===== config.mk =====
export PLATFORM = sky130hd
export DESIGN_NAME = sobel_fifo
export DESIGN_NICKNAME = d
export VERILOG_FILES = /design/src/sobel_fifo.sv
export SDC_FILE = /design/constraint.sdc
export NUM_CORES = 1
export LEC_CHECK = 0
export BUFFER_PORTS_ARGS = -buffer_cell sky130_fd_sc_hd__buf_4
export CAP_MARGIN = 5
export CORE_AREA = 3 3 40 42
export CTS_BUF_LIST = sky130_fd_sc_hd__clkbuf_8
export DETAILED_ROUTE_END_ITERATION = 6
export DIE_AREA = 0 0 43 45
export GPL_TIMING_DRIVEN = 0
export HOLD_SLACK_MARGIN = 0.15
export MAX_ROUTING_LAYER = met4
export PLACE_DENSITY = 0.48
export SYNTH_ARGS = -nofsm -noshare
export SYNTH_HDL_FRONTEND = slang
export SYNTH_SLANG_ARGS = --single-unit

===== constraint.sdc =====
create_clock -name clk_i -period 1.9 [get_ports clk_i]
set_input_delay 0.285 -clock clk_i [delete_from_list [all_inputs] [get_ports clk_i]]
set_output_delay 0.285 -clock clk_i [all_outputs]
set_load 0.005 [all_outputs]

===== src/sobel_fifo.sv =====
// Small register queue between the front and back parts.
`timescale 1ns / 1ps

module sobel_fifo #(
  parameter int unsigned Depth = 2,
  parameter type item_t = logic
) (
  input  logic  clk_i,
  input  logic  rst_ni,
  input  logic  push_i,
  input  item_t item_i,
  output logic  full_o,
  input  logic  pop_i,
  output logic  valid_o,
  output item_t item_o
);

  localparam int unsigned PtrW = (Depth > 1) ? $clog2(Depth) : 1;
  localparam int unsigned CntW = $clog2(Depth + 1);

  item_t            mem_q [Depth];
  logic [PtrW-1:0]  wr_ptr_q, wr_ptr_d;
  logic [PtrW-1:0]  rd_ptr_q, rd_ptr_d;
  logic [CntW-1:0]  cnt_q, cnt_d;
  logic             do_push, do_pop;

  assign full_o  = (cnt_q == CntW'(Depth));
  assign valid_o = (cnt_q != '0);
  assign item_o  = mem_q[rd_ptr_q];
  assign do_push = push_i && !full_o;
  assign do_pop  = pop_i && valid_o;

  always_comb begin
    wr_ptr_d = wr_ptr_q;
    rd_ptr_d = rd_ptr_q;
    cnt_d    = cnt_q;
    if (do_push) begin
      wr_ptr_d = (wr_ptr_q == PtrW'(Depth - 1)) ? '0 : wr_ptr_q + 1'b1;
    end
    if (do_pop) begin
      rd_ptr_d = (rd_ptr_q == PtrW'(Depth - 1)) ? '0 : rd_ptr_q + 1'b1;
    end
    if (do_push && !do_pop) begin
      cnt_d = cnt_q + 1'b1;
    end else if (do_pop && !do_push) begin
      cnt_d = cnt_q - 1'b1;
    end
  end

  always_ff @(posedge clk_i or negedge rst_ni) begin
    if (!rst_ni) begin
      wr_ptr_q <= '0;
      rd_ptr_q <= '0;
      cnt_q    <= '0;
    end else begin
      wr_ptr_q <= wr_ptr_d;
      rd_ptr_q <= rd_ptr_d;
      cnt_q    <= cnt_d;
    end
  end

  always_ff @(posedge clk_i) begin
    if (do_push) begin
      mem_q[wr_ptr_q] <= item_i;
    end
  end

endmodule


# After elaboration in Yosys (flattened, before gate mapping)
# Memories as Yosys holds them, arrays and structs flattened.
# Index checks and enable logic that the tools add are counted.
[op_classes]
mux = 6
reduce_logical = 9
n_addsub = 4
n_eq_ne = 1
[op_table]
columns = ["cell", "n"]
rows = [
  ["1-bit logical AND", 4],
  ["1-bit two-way mux", 4],
  ["2-bit two-way mux", 2],
  ["2-bit nonzero test", 2],
  ["1-bit logical NOT", 3],
  ["1-bit adder (second input constant)", 2],
  ["2-bit by 1-bit adder with 2-bit output (second input constant)", 1],
  ["2-bit == test (second input constant)", 1],
  ["2-bit by 1-bit subtractor with 2-bit output (second input constant)", 1],
]
[word_totals]
ramBits = 2
regBits = 4
in_bits = 5
wordCells = 24
memories = 1
[mem_list]
columns = ["memory", "words", "word_bits", "read_ports", "rd_ports_with_merged_regs", "write_ports", "line", "source"]
rows = [
  ["mem_q", 2, 1, 1, 0, 1, "21", "item_t mem_q [Depth];"],
]

# Depth between registers and ports, before layout
[depth]
ltp_word = 7
depth_mapped = 7
mapped_depth_nobuf = 7

# Worst setup path after synthesis
# OpenSTA, ideal clock, no wires.
[synth_timing]
kind = "register -> register"
from = "register cnt_q[0]"
to = "register cnt_q[1]"
required_time_ns = 1.821
period_less_slack_ns = 1.347
setup_ns = 0.079
arrival_ns = 1.268
slack_ns = 0.553
stages_incl_launch_ff = 7
cell_sequence = "dfrtp_1 nand2b_1 nand2_1 inv_1 ha_1 nor2_1 xor2_1"
[synth_between]
elab_chain_cells = 6
[synth_rtl]
columns = ["element", "line", "source"]
rows = [
  ["start: declaration", "24", "logic [CntW-1:0] cnt_q, cnt_d;"],
  ["start signal: assignment", "58", "cnt_q <= cnt_d;"],
  ["2-bit == test", "27", "assign full_o = (cnt_q == CntW'(Depth));"],
  ["1-bit logical NOT", "30", "assign do_push = push_i && !full_o;"],
  ["1-bit logical AND", "30", ""],
  ["1-bit logical NOT", "45", "end else if (do_pop && !do_push) begin"],
  ["1-bit logical AND", "45", ""],
  ["2-bit nonzero test (no line)", "--", ""],
]
# Several ways; a longest one is shown, not always the timed one. The select of a mux whose other input is x is not followed.
# A chain may end at the register's enable or synchronous reset.

# Worst setup path after layout
# Same ends and word-level chain as after synthesis.

==> impl_metrics.py <==
metrics = {
    "outcome": {
        "outcome": "finished, final reports clean",
    },
    "synth": {
        "synth.distinct_cells": 13,
        "synth_seq_area_share": 0.584,
        "ys_ff_latch": 6,
        "synth-warning-count": 0,
        "syn-instance-count": 22,
        "syn_area_per_cell_um2": 12.5,
        "synth_nets": 28,
        "netlist_area_um2": 274,
    },
    "drt": {
        "dr.pass1.iters": 1,
        "top_layer": "met4",
        "first_iter_violations": 0,
        "route.met2.wl_um": 275,
        "final_antenna_net_count": 0,
        "wl_met3_um": 26,
        "vias": 181,
        "drc": 0,
        "wl_met1_um": 153,
        "routed_via_density": 3.69,
        "wl_per_cell_um": 9.96,
        "wl_um": 488,
    },
    "timing": {
        "post-route-period-util": 0.774,
        "setup_violations": 0,
        "fin_crit_ns": 1.47,
        "final_max_slew_viol_count": 0,
        "rsz0062_at_grt": "false",
        "setup_ws_ns": 0.430,
        "whs_ns": 0.243,
        "fmax_ghz": 0.680,
        "hold_viol": 0,
        "worst_pin_slew_ns": 0.164,
        "fin_skew_ns": 0.00464,
        "relSlewSlack": 0.890,
        "finalSetupTns_ns": 0,
    },
    "finish": {
        "drive_gt1_frac": 0.382,
        "layout_common_cells": "7 x buf_4, 4 x dfrtp_1, 3 x inv_1, 3 x xnor2_1, 3 x clkbuf_8",
        "stdcell_count": 49,
        "fin_util": 0.312,
        "diodes": 0,
        "nets": 41,
        "layout_commonest_cell": "buf_4",
        "syn2layout_area_growth_pct": 46.1,
        "design_area_um2": 400,
    },
    "clocking": {
        "htreeDepth": 1,
        "clock_latency_ns": 0.23,
        "clk_pin_slew_ns": 0.04,
        "cts_resized": 0,
        "clock-root-buffer": "clkbuf_8",
        "cts_tree": "done",
        "cts_max_path_buffers": 2,
        "cts.sinks": 6,
        "cts_made_buffers": 3,
    },
    "critical_path": {
        "crit_arrival_ns": 1.61,
        "setup.worst_path.start_class": "register",
        "path_max_fanout": 4,
        "worstSetupPathType": "register to register",
        "end_kind": "register",
        "cp_data_required_time_ns": 2.04,
    },
    "global_route": {
        "gr-total-overflow": 0,
        "grt_pass1_vias": 192,
        "grt_pass1_wl_um": 821,
        "antenna_found_initial": 0,
        "track_usage": 0.0700,
        "grt_start_max_net_pins": 5,
    },
    "pwr": {
        "vdd_drop_max_mv": 0.334,
        "power.total_uw": 680,
        "leakage_nw": 0.194,
        "power_density_nw_per_um2": 1700,
    },
    "placed_design": {
        "gp_congestion": 0.618,
        "placed_cells": 44,
        "post-place-ws_ns": 0.419,
        "hpwl_um": 394,
        "port_buffers": 7,
        "place_area_um2": 345,
    },
    "floorplan": {
        "core-area_um2": 1280,
        "pin_count": 8,
        "rows": 13,
        "die_height_um": 45,
        "initial_core_util": 0.213,
        "dieArea_um2": 1940,
        "dieWidth_um": 43,
    },
    "hold_path": {
        "hp-class": "primary input to register",
    },
    "run": {
        "drv_cap": 0,
    },
}
## power by group
part	switching, mW	leakage, nW	internal [mW]
registers	0.0479	0.0652	0.195
clock network	0.0579	0.0269	0.139
logic	0.0953	0.102	0.145
total	0.201	0.194	0.479
## critical path, stage by stage (launching register included)
cell,delay (ns)
dfrtp_1,0.41
nand2b_1,0.19
nand2_1,0.12
inv_1,0.06
ha_1,0.18
xor2_1,0.14
nor2_1,0.11
xor2_1,0.16
## synthesized netlist by cell type
master / instances / area [um^2]
nor2_1: 2 / 7.51
or2_4: 1 / 8.76
edfxtp_1: 2 / 60.1
dfrtp_1: 4 / 100
nand2_2: 1 / 6.26
mux2_2: 1 / 11.3
ha_1: 1 / 12.5
nand2b_1: 1 / 6.26
and3_1: 1 / 6.26
xor2_1: 2 / 17.5
inv_1: 2 / 7.51
nand2_1: 1 / 3.75
xnor2_1: 3 / 26.3
## flip-flops by register name, indices dropped and copies added, names as in the netlist
| name | flops |
|---|---|
| mem_q | 2 |
| wr_ptr_q | 1 |
| rd_ptr_q | 1 |
| cnt_q | 2 |
## layout make-up
cell class	count	area [um^2]
clock buffer	3	41.3
sequential	6	160
tap	15	18.8
multi-input combinational	14	106
inverter	2	7.51
fill	138	885
clock inverter	1	3.75
timing repair buffer	8	62.6
## metal layers
metal / vias to the layer above / GRT usage
met3: 3 / 0.0159
li1: 93 / -
met2: 5 / 0.0958
met4: 0 / 0.127
met1: 80 / 0.0591
met5: - / -
## kinds of logic (layout without fill, tap and decap cells)
group	count (synthesis)	count (layout)	synth area share
adder cells (fa/ha/maj)	1	1	0.0457
multiplexers	1	1	0.0411
buffers and inverters	2	14	0.0274
AND/OR/NAND/NOR	7	7	0.142
flip-flops	6	6	0.584
XOR/XNOR	5	5	0.160
## worst paths after layout
| check | from | slack [ns] | endpoint | cells past startpoint |
|---|---|---|---|---|
| min in group asynchronous | rst_ni | 0.39 | wr_ptr_q | 2 |
| worst min register to register | wr_ptr_q | 0.50 | wr_ptr_q | 1 |
| max in group asynchronous | rst_ni | 1.40 | rd_ptr_q | 2 |
| worst max-delay path | cnt_q[0] | 0.43 | cnt_q[1] | 7 |
| worst min-delay path | item_i | 0.24 | mem_q[1] | 1 |
| worst max register to register | cnt_q[0] | 0.43 | cnt_q[1] | 7 |
## repair_timing
item	CTS	global route
hold endpoints to repair	4	0
setup buffers	0	0
hold buffers	1	0
(Power assumes the default switching activity.)
