==> src/sobel_pkg.sv <==
// Shared types and constants of the Sobel edge threshold block.
`timescale 1ns / 1ps

package sobel_pkg;

  localparam int unsigned CmdColW       = 13;
  localparam int unsigned CmdQueueDepth = 2;

  typedef enum logic [1:0] {
    RegImageWidth  = 2'd0,
    RegImageHeight = 2'd1,
    RegMaxValue    = 2'd2
  } reg_idx_e;

  typedef struct packed {
    logic [15:0] pixel_value;
    logic        frame_start;
  } in_t;

  typedef struct packed {
    logic [15:0] edge_value;
    logic [15:0] out_row;
    logic [10:0] out_col;
    logic        frame_last;
  } out_t;

  typedef struct packed {
    logic [15:0]        pix;
    logic [CmdColW-1:0] col;
    logic               emit;
    logic               last;
    logic [15:0]        out_row;
    logic [10:0]        out_col;
  } cmd_t;

endpackage

==> src/sobel_front.sv <==
// Front part: raster position tracking and interior classification.
`timescale 1ns / 1ps

module sobel_front #(
  parameter int unsigned MAX_WIDTH  = 2048,
  parameter int unsigned PIXEL_BITS = 16
) (
  input  logic              clk_i,
  input  logic              rst_ni,
  input  logic              accept_i,
  input  sobel_pkg::in_t    item_i,
  input  logic [11:0]       image_width_i,
  input  logic [15:0]       image_height_i,
  output sobel_pkg::cmd_t   cmd_o
);

  localparam int unsigned ColW = $clog2(MAX_WIDTH);
  localparam int unsigned DimW = ($clog2(MAX_WIDTH + 1) > 12) ? $clog2(MAX_WIDTH + 1) : 12;

  logic [ColW-1:0] col_q, col_d;
  logic [15:0]     row_q, row_d;
  logic [DimW-1:0] w_raw, w_eff, c0, c1, cn, col_m1;
  logic [15:0]     h_eff, r0, r2, row_m1;
  logic [16:0]     r0p1, r1, rn;

  always_comb begin
    w_raw = DimW'(image_width_i);
    if (w_raw < DimW'(3)) begin
      w_eff = DimW'(3);
    end else if (w_raw > DimW'(MAX_WIDTH)) begin
      w_eff = DimW'(MAX_WIDTH);
    end else begin
      w_eff = w_raw;
    end
    h_eff = (image_height_i < 16'd3) ? 16'd3 : image_height_i;

    c0   = item_i.frame_start ? '0 : DimW'(col_q);
    r0   = item_i.frame_start ? '0 : row_q;
    r0p1 = {1'b0, r0} + 17'd1;
    if (c0 >= w_eff) begin
      c1 = '0;
      r1 = r0p1;
    end else begin
      c1 = c0;
      r1 = {1'b0, r0};
    end
    r2     = (r1 >= {1'b0, h_eff}) ? '0 : r1[15:0];
    row_m1 = r2 - 16'd1;
    col_m1 = c1 - DimW'(1);

    cmd_o                 = '0;
    cmd_o.pix             = 16'(item_i.pixel_value[PIXEL_BITS-1:0]);
    cmd_o.col[ColW-1:0]   = c1[ColW-1:0];
    cmd_o.emit            = (r2 >= 16'd2) && (c1 >= DimW'(2));
    cmd_o.last            = (r2 == h_eff - 16'd1) && (c1 == w_eff - DimW'(1));
    cmd_o.out_row         = row_m1;
    cmd_o.out_col         = col_m1[10:0];

    cn = c1 + DimW'(1);
    rn = {1'b0, r2} + 17'd1;
    if (cn >= w_eff) begin
      col_d = '0;
      row_d = (rn >= {1'b0, h_eff}) ? '0 : rn[15:0];
    end else begin
      col_d = cn[ColW-1:0];
      row_d = r2;
    end
  end

  always_ff @(posedge clk_i or negedge rst_ni) begin
    if (!rst_ni) begin
      col_q <= '0;
      row_q <= '0;
    end else if (accept_i) begin
      col_q <= col_d;
      row_q <= row_d;
    end
  end

endmodule

==> config.mk <==
export PLATFORM = sky130hd
export DESIGN_NAME = sobel_front
export DESIGN_NICKNAME = d
export VERILOG_FILES = /design/src/sobel_pkg.sv /design/src/sobel_front.sv
export SDC_FILE = /design/constraint.sdc
export NUM_CORES = 1
export LEC_CHECK = 0
export BUFFER_PORTS_ARGS = -buffer_cell sky130_fd_sc_hd__buf_2
export CORE_ASPECT_RATIO = 1.75
export CORE_MARGIN = 10
export CORE_UTILIZATION = 25
export DETAILED_ROUTE_END_ITERATION = 12
export PLACE_DENSITY = 0.55
export SLEW_MARGIN = 20
export SYNTH_ARGS = -nofsm -noshare
export SYNTH_HDL_FRONTEND = slang
export SYNTH_SLANG_ARGS = --single-unit
==> constraint.sdc <==
create_clock -name clk_i -period 6.3 [get_ports clk_i]
set_input_delay 0.63 -clock clk_i [delete_from_list [all_inputs] [get_ports clk_i]]
set_output_delay 0.63 -clock clk_i [all_outputs]
set_load 0.02 [all_outputs]
Word level (Yosys, flattened, before mapping)
Index checks and enable logic that the tools add are counted.

word-level totals
  register bits after elaboration = 27
  bits in latches = 0
  bits in writable memories = 0
  ROM bits = 0
  bits of input ports = 48
  output and inout port bits = 58
  logic and storage cells = 33
  memories kept = 0

operators by class
  add/subtract/negate cells = 7
  multiply operators = 0
  divide/modulo/power cells = 0
  order comparisons = 9
  eq/ne operators = 2
  shift-type cells = 0
  multiplexer cells = 11
  bitwise operators = 0
  reductions and logical operators = 2

operators with widths
  kind                                                                                   number
  16-bit two-way mux                                                                     5
  16-bit by 1-bit adder with 17-bit output (second input constant)                       2
  17-bit by 16-bit greater-or-equal comparator with 1-bit output                         2
  11-bit two-way mux                                                                     3
  16-bit by 1-bit subtractor with 16-bit output (second input constant)                  2
  12-bit two-way mux                                                                     2
  17-bit two-way mux                                                                     1
  16-bit == test                                                                         1
  16-bit by 2-bit greater-or-equal comparator with 1-bit output (second input constant)  1
  16-bit by 2-bit < comparator with 1-bit output (second input constant)                 1
  12-bit by 1-bit adder with 12-bit output (second input constant)                       1
  12-bit == test                                                                         1
  11-bit by 12-bit greater-or-equal comparator with 1-bit output                         1
  12-bit greater-or-equal comparator                                                     1
  12-bit by 2-bit greater-or-equal comparator with 1-bit output (second input constant)  1
  12-bit > comparator (second input constant)                                            1
  12-bit by 2-bit < comparator with 1-bit output (second input constant)                 1
  12-bit by 1-bit subtractor with 12-bit output (second input constant)                  1
  11-bit by 1-bit subtractor with 11-bit output (second input constant)                  1
  1-bit logical AND                                                                      2

Longest topological paths before layout
Gate-level depths: netlist (run 1).

  depth in word-level cells = 11
  gate-level depth with buffers = 38
  mapped depth without buffers = 34

Least setup slack after synthesis (run 1)
No wires, ideal clock.

  kind = input to register
  from = input item_i[0] in the netlist's numbering
  to = register row_q[15]
  setup time = 0.082 ns
  arrival = 7.983 ns
  data required time = 6.218 ns
  slack = -1.764 ns
  cell stages on the path = 34
  buffers on the path = 6
  path through = clkbuf_1 clkbuf_1 clkbuf_1 clkbuf_1 nor2_1 ha_1 nand4_1 o41a_1 buf_6 a2111oi_4 xor2_2 ha_1 a21o_1 a21o_1 a21oi_1 o21ai_0 a221oi_2 clkbuf_1 nand2_1 inv_1 ha_1 nand3_1 nor3_1 xnor2_1 nor2_1 ha_1 and4_1 a41oi_1 nor3_1 a311o_1 a41o_1 a41oi_2 o211ai_1 a31oi_1

between the ends
  cells in the longest elaborated chain, start to end = 9
  elaborated cells on any way between the ends = 14
  those cells by class = add/sub: 3; order compare: 4; mux: 7

ends and longest elaborated chain
  what                                                                                                                               RTL line                              RTL
  start, declared                                                                                                                    sobel_front.sv:11                     input sobel_pkg::in_t item_i,
  16-bit two-way mux / 11-bit two-way mux (equally long branches)                                                                    sobel_front.sv:38, sobel_front.sv:37
  16-bit by 1-bit adder with 17-bit output / 11-bit by 12-bit greater-or-equal comparator with 1-bit output (equally long branches)  sobel_front.sv:39, sobel_front.sv:40
  17-bit two-way mux                                                                                                                 sobel_front.sv:40                     if (c0 >= w_eff) begin
  17-bit by 16-bit greater-or-equal comparator with 1-bit output                                                                     sobel_front.sv:47                     r2 = (r1 >= {1'b0, h_eff}) ? '0 : r1[15:0];
  16-bit two-way mux                                                                                                                 sobel_front.sv:47
  16-bit by 1-bit adder with 17-bit output                                                                                           sobel_front.sv:60                     rn = {1'b0, r2} + 17'd1;
  17-bit by 16-bit greater-or-equal comparator with 1-bit output                                                                     sobel_front.sv:63                     row_d = (rn >= {1'b0, h_eff}) ? '0 : rn[15:0];
  16-bit two-way mux                                                                                                                 sobel_front.sv:63
  16-bit two-way mux *                                                                                                               sobel_front.sv:61                     if (cn >= w_eff) begin
  end signal, assigned                                                                                                               sobel_front.sv:76                     row_q <= row_d;
  end, declared                                                                                                                      sobel_front.sv:21                     logic [15:0] row_q, row_d;

Every way passes the cells marked *; elsewhere a longest branch is shown, timed or not.
A chain may end at the register's enable or synchronous reset.

==> impl_metrics.env, run 1 <==
export IMPL_worstSkewPairLatency_ns=0.27
export IMPL_grt_pass1_vias=7327
export IMPL_status="complete, but fails checks"
export IMPL_finalPower_mw=1.27
export IMPL_max_freq_mhz=138
export IMPL_wl_met1_um=8780
export IMPL_drc=0
export IMPL_synth_seq_area_share_pct=11.6
export IMPL_ctsHtreeMaxLevel=1
export IMPL_pwr_density_cell_nw_per_um2=141
export IMPL_synth_main_ff_cell="dfrtp_1"
export IMPL_wl_per_cell_um=17.2
export IMPL_routabilityCongestion=0.923
export IMPL_slowest_stage="or4_4"
export IMPL_vias=6894
export IMPL_synth_avg_cell_area_sq_um=7.22
export IMPL_drv_slew=0
export IMPL_cts_sinks=27
export IMPL_critPathKind="in2out"
export IMPL_gr_usage_all_layers_pct=15.3
export IMPL_layout_common_cells="buf_4 (240), nor2_1 (75), nand2_1 (71)"
export IMPL_top_layer_used="met4"
export IMPL_clk_pin_slew_worst_paths_ns=0.07
export IMPL_hold_path_class="in2async"
export IMPL_hold_viol=0
export IMPL_start_util_pct=25.5
export IMPL_antenna_cells=0
export IMPL_syn_inst=807
export IMPL_end_kind="output port"
export IMPL_finalCritPeriodShare_pct=115
export IMPL_path_max_fanout=4
export IMPL_layout_commonest_cell="buf_4"
export IMPL_routed_wl_met3_um=783
export IMPL_cts_hold_buf=0
export IMPL_critPathMaxStageDelay_ns=0.54
export IMPL_critPathArrivalTime_ns=6.60
export IMPL_cts_tree="built"
export IMPL_rsz0062_at_grt="true"
export IMPL_finalSetupViolations=24
export IMPL_min_period_ns=7.23
export IMPL_synth_cell_type_count=86
export IMPL_die_width_um=135
export IMPL_maxCapViolCount=0
export IMPL_crit_path_frequent_cell="buf_4"
export IMPL_cts_buffers=3
export IMPL_synth_enable_flop_cells=0
export IMPL_clockRootBuffer="clkbuf_16"
export IMPL_syn_cell_area_sq_um=5820
export IMPL_p_leak_nw=4.17
export IMPL_die_height_um=222
export IMPL_vdd_drop_max_v=0.000105
export IMPL_core_area_sq_um=22800
export IMPL_syn_to_final_growth_pct=55.0
export IMPL_worst_pin_slew_ns=0.921
export IMPL_holdWs_ns=0.391
export IMPL_antenna_found_initial=0
export IMPL_synth_area_leaders="ha_1 (14%), dfrtp_1 (12%), xnor2_1 (8.0%)"
export IMPL_die_area_sq_um=30000
export IMPL_vias_per_cell=5.01
export IMPL_dp_hpwl_um=19000
export IMPL_async_flop_share_pct=100
export IMPL_finish_utilization_pct=39.5
export IMPL_grt_pass1_wl_um=37300
export IMPL_cp_required_ns=5.67
export IMPL_ys_ff_latch=27
export IMPL_fin_nets=1190
export IMPL_overflow=0
export IMPL_reg2reg_slack_ns=-0.10
export IMPL_setup_slack_ns=-0.935
export IMPL_wl_met2_um=12900
export IMPL_core_rowCount=73
export IMPL_fin_skew_ns=0.00289
export IMPL_antenna_left=0
export IMPL_crit_path_start_kind="primary input"
export IMPL_grt_max_degree=55
export IMPL_cts_buffer_depth=2
export IMPL_portBuffers=71
export IMPL_relSlewSlack_pct=38.6
export IMPL_drtPass1Iterations=4
export IMPL_first_iter_violations=250
export IMPL_drive_gt1_share_pct=41.8
export IMPL_synth_top_area_share_pct=13.7
export IMPL_synth_top_cell_by_area="ha_1"
export IMPL_violations="negative setup slack"
export IMPL_pin_count=106
export IMPL_ys_warn_count=0
export IMPL_dp_slack_ns=-1.54
export IMPL_drt_wl_total_um=23700
-- layer usage --
metal,vias up,GRT usage (%)
li1,3410,-
met4,0,8.31
met3,55,1.29
met2,172,29.4
met1,3257,15.4
met5,-,0
-- sequential cells by signal (all words and copies together) (netlist names) --
signal and cells:
col_q 11, row_q 16
-- cell type report --
| class | instances | area, sq um |
|---|---|---|
| timing repair buffer | 317 | 2310 |
| tap | 300 | 375 |
| clock buffer | 4 | 78.8 |
| inverter | 58 | 225 |
| multi-input combinational | 671 | 5360 |
| fill | 2429 | 13800 |
| sequential | 27 | 676 |
-- cells in the mapped netlist (all sizes together) (5+ instances only) --
| library cell | instances |
|---|---|
| a211oi | 9 |
| a21o | 9 |
| a21oi | 48 |
| a22oi | 10 |
| a32oi | 7 |
| and2 | 13 |
| and3 | 8 |
| and4 | 5 |
| buf | 27 |
| clkbuf | 25 |
| dfrtp | 27 |
| ha | 64 |
| inv | 57 |
| mux2i | 7 |
| nand2 | 77 |
| nand2b | 20 |
| nand3 | 40 |
| nand3b | 5 |
| nand4 | 15 |
| nor2 | 83 |
| nor2b | 13 |
| nor3 | 28 |
| nor4 | 15 |
| o21ai | 41 |
| o22ai | 7 |
| or3 | 5 |
| or4 | 6 |
| xnor2 | 56 |
| xor2 | 17 |
-- timing repair --
| item | in CTS | in global routing |
|---|---|---|
| buffers inserted | 36 | 14 |
| endpoints found under the setup margin | 29 | 38 |
| gates resized for setup | 45 | 82 |
| pin swaps | 50 | 59 |
-- metrics by stage --
| stage | instances | setup TNS, ns | cell area [sq um] |
|---|---|---|---|
| final | 1377 | -15.01 | 9030 |
| after global routing | 1377 | -22.96 | 9030 |
| after CTS | 1366 | -12.39 | 8520 |
| after detailed placement | 1327 | -29.86 | 7960 |
| after global placement | 1327 | -29.66 | 7960 |
| after floorplan | 808 | -19.95 | 6020 |
-- power breakdown --
part	internal, mW	switching (mW)
registers	0.192	0.0149
clock network	0.0871	0.0674
logic	0.408	0.503
total	0.687	0.585
-- worst paths after layout --
kind,start,end,depth (start not counted)
max reg2reg,col_q[0],row_q[7],34
min,rst_ni,row_q[2],1
max in group asynchronous,rst_ni,col_q[8],1
max,image_width_i[10],cmd_o[27],33
min in group clk_i,row_q[0],row_q[0],2
min reg2reg,row_q[0],row_q[0],2
-- cell families (layout without fill, tap and decap cells) --
family | count (synthesis) | count (layout) | synth area share [%]
compound gates | 180 | 180 | 21.8
fa+ha+maj | 64 | 64 | 13.7
flops | 27 | 27 | 11.6
mux | 8 | 8 | 1.40
other cells | 1 | 2 | 0.0644
buf+inv | 110 | 379 | 8.81
simple gates | 344 | 344 | 30.5
xor+xnor | 73 | 73 | 12.0
-- critical path: cells and delay by family --
kind                     cells  cell delay (ns)
AND/OR/NAND/NOR              9             2.00
AO/OA/AOI/OAI               10             1.93
buffers and inverters       10             1.29
adder cells (fa/ha/maj)      3             0.61
XOR/XNOR                     1             0.16
(Power assumes the default switching activity.)
==> inputs of run 2 (changes only) <==
--- a/config.mk
+++ b/config.mk
@@ -5,7 +5,7 @@
 export SDC_FILE = /design/constraint.sdc
 export NUM_CORES = 1
 export LEC_CHECK = 0
-export BUFFER_PORTS_ARGS = -buffer_cell sky130_fd_sc_hd__buf_2
+export BUFFER_PORTS_ARGS = -buffer_cell sky130_fd_sc_hd__buf_4
 export CORE_ASPECT_RATIO = 1.75
 export CORE_MARGIN = 10
 export CORE_UTILIZATION = 25
==> constraint.sdc (replaced) <==
create_clock -name clk_i -period 6.2 [get_ports clk_i]
set_input_delay 0.62 -clock clk_i [delete_from_list [all_inputs] [get_ports clk_i]]
set_output_delay 0.62 -clock clk_i [all_outputs]
set_load 0.02 [all_outputs]
==> impl_metrics.env, run 2 (synthesis gave the netlist of run 1 again) <==
export IMPL_cp_required_ns=5.58
export IMPL_crit_path_frequent_cell="buf_4"
export IMPL_vias_per_cell=5.03
export IMPL_layout_commonest_cell="buf_4"
export IMPL_die_height_um=222
export IMPL_clk_pin_slew_worst_paths_ns=0.07
export IMPL_clockRootBuffer="clkbuf_16"
export IMPL_violations="negative setup slack"
export IMPL_cts_tree="built"
export IMPL_dp_cells=1328
export IMPL_path_max_fanout=4
export IMPL_grt_pass1_wl_um=36700
export IMPL_drive_gt1_share_pct=41.0
export IMPL_finish_utilization_pct=40.2
export IMPL_ctsHtreeMaxLevel=1
export IMPL_status="complete, but fails checks"
export IMPL_use_met2_pct=29.7
export IMPL_critPathMaxStageDelay_ns=0.58
export IMPL_finalSetupViolations=23
export IMPL_die_area_sq_um=30000
export IMPL_die_width_um=135
export IMPL_pin_count=106
export IMPL_regMostFlops="row_q"
export IMPL_hold_path_class="in2async"
export IMPL_use_met1_pct=15.2
export IMPL_layout_common_cells="buf_4 (291), nor2_1 (74), nand2_1 (70)"
export IMPL_worst_pin_slew_ns=0.618
export IMPL_finalCritPeriodShare_pct=116
export IMPL_gr_usage_all_layers_pct=15.1
export IMPL_p_leak_nw=4.28
export IMPL_grt_max_degree=55
export IMPL_critPathArrivalTime_ns=6.59
export IMPL_cts_sinks=27
export IMPL_drtPass1Iterations=5
export IMPL_relSlewSlack_pct=58.8
export IMPL_core_area_sq_um=22800
export IMPL_overflow=0
export IMPL_maxCapViolCount=0
export IMPL_fin_nets=1192
export IMPL_largest_reg_flops=16
export IMPL_end_kind="output port"
export IMPL_top_regs="row_q: 16 flops, col_q: 11 flops"
export IMPL_routabilityCongestion=0.917
export IMPL_fin_skew_ns=0.00351
export IMPL_worstSkewPairLatency_ns=0.28
export IMPL_dp_slack_ns=-1.66
export IMPL_vdd_drop_max_v=0.000104
export IMPL_slowest_stage="or4_4"
export IMPL_cts_buffer_depth=2
export IMPL_finalNonFillerCells=1379
export IMPL_dp_hpwl_um=19200
export IMPL_wl_per_cell_um=17.3
export IMPL_rsz0062_at_grt="true"
export IMPL_nFillCells=2375
export IMPL_antenna_found_initial=0
export IMPL_finalSetupTns_ns=-15.78
export IMPL_finalPower_mw=1.33
export IMPL_first_iter_violations=376
export IMPL_portBuffers=71
export IMPL_grt_use_met3_pct=1.20
export IMPL_setup_slack_ns=-1.01
export IMPL_reg2reg_depth=33
export IMPL_pwr_density_cell_nw_per_um2=145
export IMPL_hold_viol=0
export IMPL_core_rowCount=73
export IMPL_start_util_pct=25.5
export IMPL_antenna_left=0
export IMPL_syn_to_final_growth_pct=57.6
export IMPL_grt_pass1_vias=7033
export IMPL_critPathKind="in2out"
export IMPL_min_period_ns=7.21
export IMPL_drc=0
export IMPL_drv_slew=0
export IMPL_antenna_cells=0
export IMPL_crit_path_start_kind="primary input"
export IMPL_cts_buffers=3
export IMPL_vias=6932
export IMPL_drt_wl_total_um=23800
export IMPL_grt_busiest_layer="met2"
export IMPL_max_freq_mhz=139
==> run 2: through the flow <==
stage          area, sq um  hold slack, ns
2_1_floorplan         6020           0.324
3_3_place_gp          8160           0.535
3_5_place_dp          8160           0.543
4_1_cts               8580           0.277
5_1_grt               9180           0.291
6_report              9180           0.261
==> run 2: worst paths after layout <==
check	start	end	slack, ns
max	image_width_i[5]	cmd_o[27]	-1.01
min	rst_ni	row_q[4]	0.26
max reg2reg	col_q[0]	row_q[11]	-0.13
min reg2reg	row_q[0]	row_q[0]	0.56
max in group asynchronous	rst_ni	col_q[7]	5.65
min in group clk_i	row_q[0]	row_q[0]	0.56
==> run 2: cell type report <==
| type | count | area (sq um) | share of cell area [%] |
|---|---|---|---|
| Tap cell | 300 | 375 | 4.09 |
| Multi-Input combinational cell | 671 | 5250 | 57.1 |
| Timing Repair Buffer | 319 | 2580 | 28.1 |
| Inverter | 58 | 223 | 2.43 |
| Clock buffer | 4 | 78.8 | 0.859 |
| Sequential cell | 27 | 676 | 7.36 |
==> run 2: repair_timing <==
action | in CTS | in global routing
cloned | 0 | 2
gates resized for setup | 42 | 73
pin swaps | 41 | 51
setup endpoints to repair | 36 | 44
hold buffers | 0 | 0
buffers inserted | 22 | 24
==> run 2: worst max-delay path: cells and delay by family <==
kind	cells	cell delay, ns
fa+ha+maj	3	0.77
simple gates	11	2.65
compound gates	8	1.50
buf+inv	7	1.03
==> run 2: routing by layer <==
layer	vias to the layer above	part of all wire [%]
met5	-	0
met4	0	5.0
met3	71	3.3
met2	192	56
li1	3420	-
met1	3249	36
==> run 2: report_power, final <==
part	switching (mW)	internal (mW)	total (mW)
clock	0.0702	0.0886	0.159
sequential	0.0153	0.195	0.210
combinational	0.510	0.453	0.963
==> inputs of run 3 (changes only) <==
--- a/config.mk
+++ b/config.mk
@@ -5,6 +5,7 @@
 export SDC_FILE = /design/constraint.sdc
 export NUM_CORES = 1
 export LEC_CHECK = 0
+export ABC_AREA = 1
 export BUFFER_PORTS_ARGS = -buffer_cell sky130_fd_sc_hd__buf_4
 export CORE_ASPECT_RATIO = 1.75
 export CORE_MARGIN = 10
==> impl_metrics.env, run 3 <==
export IMPL_critPathArrivalTime_ns=6.38
export IMPL_finalPower_mw=1.44
export IMPL_overflow=0
export IMPL_dp_hpwl_um=21100
export IMPL_die_height_um=223
export IMPL_worstSkewPairLatency_ns=0.27
export IMPL_syn_inst=967
export IMPL_synth_avg_cell_area_sq_um=6.07
export IMPL_vias=7132
export IMPL_path_max_fanout=7
export IMPL_fin_nets=1295
export IMPL_async_flop_share_pct=100
export IMPL_relSlewSlack_pct=56.0
export IMPL_regMostFlops="row_q"
export IMPL_grt_max_degree=28
export IMPL_finalSetupTns_ns=0
export IMPL_min_period_ns=6.19
export IMPL_ys_ff_latch=27
export IMPL_core_area_sq_um=23200
export IMPL_largest_reg_flops=16
export IMPL_cp_required_ns=6.39
export IMPL_hold_path_class="in2async"
export IMPL_maxCapViolCount=0
export IMPL_crit_path_start_kind="primary input"
export IMPL_clockRootBuffer="clkbuf_16"
export IMPL_synth_top_area_share_pct=14.4
export IMPL_grt_pass1_wl_um=40000
export IMPL_netlist_top_cells_count="nand2_1 (225), inv_1 (146), nor2_1 (132), ha_1 (64), xor2_1 (61)"
export IMPL_critPathKind="in2reg"
export IMPL_crit_path_frequent_cell="nand2_1"
export IMPL_synth_most_common_cell="nand2_1"
export IMPL_pwr_density_cell_nw_per_um2=161
export IMPL_p_leak_nw=4.53
export IMPL_cts_sinks=27
export IMPL_pin_count=106
export IMPL_synth_area_leaders="nand2_1 (14%), ha_1 (14%), dfrtp_1 (12%)"
export IMPL_top_regs="row_q: 16 flops, col_q: 11 flops"
export IMPL_die_area_sq_um=30300
export IMPL_worst_pin_slew_ns=0.653
export IMPL_wl_per_cell_um=17.3
export IMPL_ctsHtreeMaxLevel=1
export IMPL_core_rowCount=74
export IMPL_rsz0062_at_grt="true"
export IMPL_finalCritPeriodShare_pct=99.8
export IMPL_slowest_stage="a21oi_4"
export IMPL_syn_to_final_growth_pct=52.6
export IMPL_die_width_um=136
export IMPL_gr_usage_all_layers_pct=16.6
export IMPL_clk_pin_slew_worst_paths_ns=0.07
export IMPL_startpoint="image_width_i[9]"
export IMPL_status="complete, no violations"
export IMPL_start_util_pct=25.3
export IMPL_antenna_left=0
export IMPL_end_kind="flip-flop"
export IMPL_synth_cell_type_count=51
export IMPL_drtPass1Iterations=5
export IMPL_routabilityCongestion=0.965
export IMPL_finalSetupViolations=0
export IMPL_ys_warn_count=0
export IMPL_cts_tree="built"
export IMPL_fin_skew_ns=0.00783
export IMPL_cts_buffers=3
export IMPL_drive_gt1_share_pct=37.6
export IMPL_cts_buffer_depth=2
export IMPL_drc=0
export IMPL_drt_wl_total_um=25700
export IMPL_vias_per_cell=4.80
export IMPL_syn_cell_area_sq_um=5870
export IMPL_critPathMaxStageDelay_ns=0.28
export IMPL_antenna_cells=0
export IMPL_antenna_found_initial=0
export IMPL_r2r_start="col_q[6]"
export IMPL_first_iter_violations=275
export IMPL_vdd_drop_max_v=0.0000935
export IMPL_layout_common_cells="buf_4 (222), nand2_1 (182), inv_1 (131)"
export IMPL_synth_main_ff_cell="dfrtp_1"
export IMPL_max_freq_mhz=162
export IMPL_synth_top_cell_by_area="nand2_1"
export IMPL_synth_enable_flop_cells=0
export IMPL_hold_viol=0
export IMPL_drv_slew=0
export IMPL_grt_pass1_vias=7576
export IMPL_layout_commonest_cell="buf_4"
export IMPL_synth_seq_area_share_pct=11.5
export IMPL_cts_hold_buf=0
export IMPL_portBuffers=71
## run 3: cell count changes in the layout (fill, tap and decap cells not counted), moves of 39 or more
cell / previous run / this run
xnor2_1: 47 / 5
buf_4: 291 / 222
xor2_1: 14 / 56
inv_1: 52 / 131
nand2_1: 70 / 182
nor2_1: 74 / 113
## run 3: routing by layer
layer,vias to the layer above,GRT usage (%),wire (um)
li1,3507,-,-
met1,3320,16.2,9290
met2,215,31.0,13700
met3,90,2.12,912
met4,0,11.5,1820
met5,-,0,0
## run 3: critical path: cells and delay by family
family	cells	cell delay, ns
simple gates	28	2.69
xor+xnor	1	0.13
buf+inv	7	0.72
fa+ha+maj	4	0.93
compound gates	7	1.26
## run 3: what timing repair did
item                                   in CTS  in global routing
setup endpoints to repair                  21                 34
setup buffers                              20                  9
gates resized for setup                   115                 83
endpoints found under the hold margin       0                  0
cloned                                      3                  0
pin swaps                                  47                 66
## run 3: kinds of logic after synthesis
| logic type | count (synthesis) | synth area share (%) |
|---|---|---|
| AO/OA/AOI/OAI | 102 | 9.71 |
| adder cells (fa/ha/maj) | 64 | 13.6 |
| XOR/XNOR | 67 | 10.1 |
| flip-flops | 27 | 11.5 |
| other | 1 | 0.0639 |
| AND/OR/NAND/NOR | 512 | 40.6 |
| buffers and inverters | 194 | 14.3 |
## run 3: cell type report
class,count,area (sq um)
Inverter,160,609
Clock buffer,3,75.1
Multi-Input combinational cell,748,5250
Tap cell,304,380
Fill cell,2463,14300
Timing Repair Buffer,243,1970
Sequential cell,27,676
Clock inverter,1,5.00
## run 3: report_power, final
| part | switching [mW] | internal [mW] |
|---|---|---|
| Sequential | 0.0144 | 0.193 |
| Combinational | 0.623 | 0.460 |
| Clock | 0.0655 | 0.0873 |
| Total | 0.703 | 0.740 |
## run 3: final timing paths
kind | cells after the start | endpoint | slack (ns)
min in group clk_i | 2 | row_q[7] | 0.51
worst min-delay path | 1 | col_q[7] | 0.27
worst max register to register | 41 | row_q[12] | 0.37
worst max-delay path | 47 | row_q[12] | 0.01
max in group asynchronous | 1 | row_q[15] | 5.64
worst min register to register | 2 | row_q[7] | 0.51
## run 3: stage by stage
stage / hold slack (ns) / cell area, sq um / std cells / setup WS, ns / util, %
after floorplan: 0.324 / 5910 / 968 / 0.00178 / -
after global placement: 0.494 / 7700 / 1452 / -0.438 / 33.1
after detailed placement: 0.503 / 7700 / 1452 / -0.556 / 33.1
after CTS: 0.279 / 8540 / 1478 / -0.0521 / 36.7
after global routing: 0.294 / 8960 / 1486 / -0.401 / 38.6
final: 0.269 / 8960 / 1486 / 0.0149 / 38.6
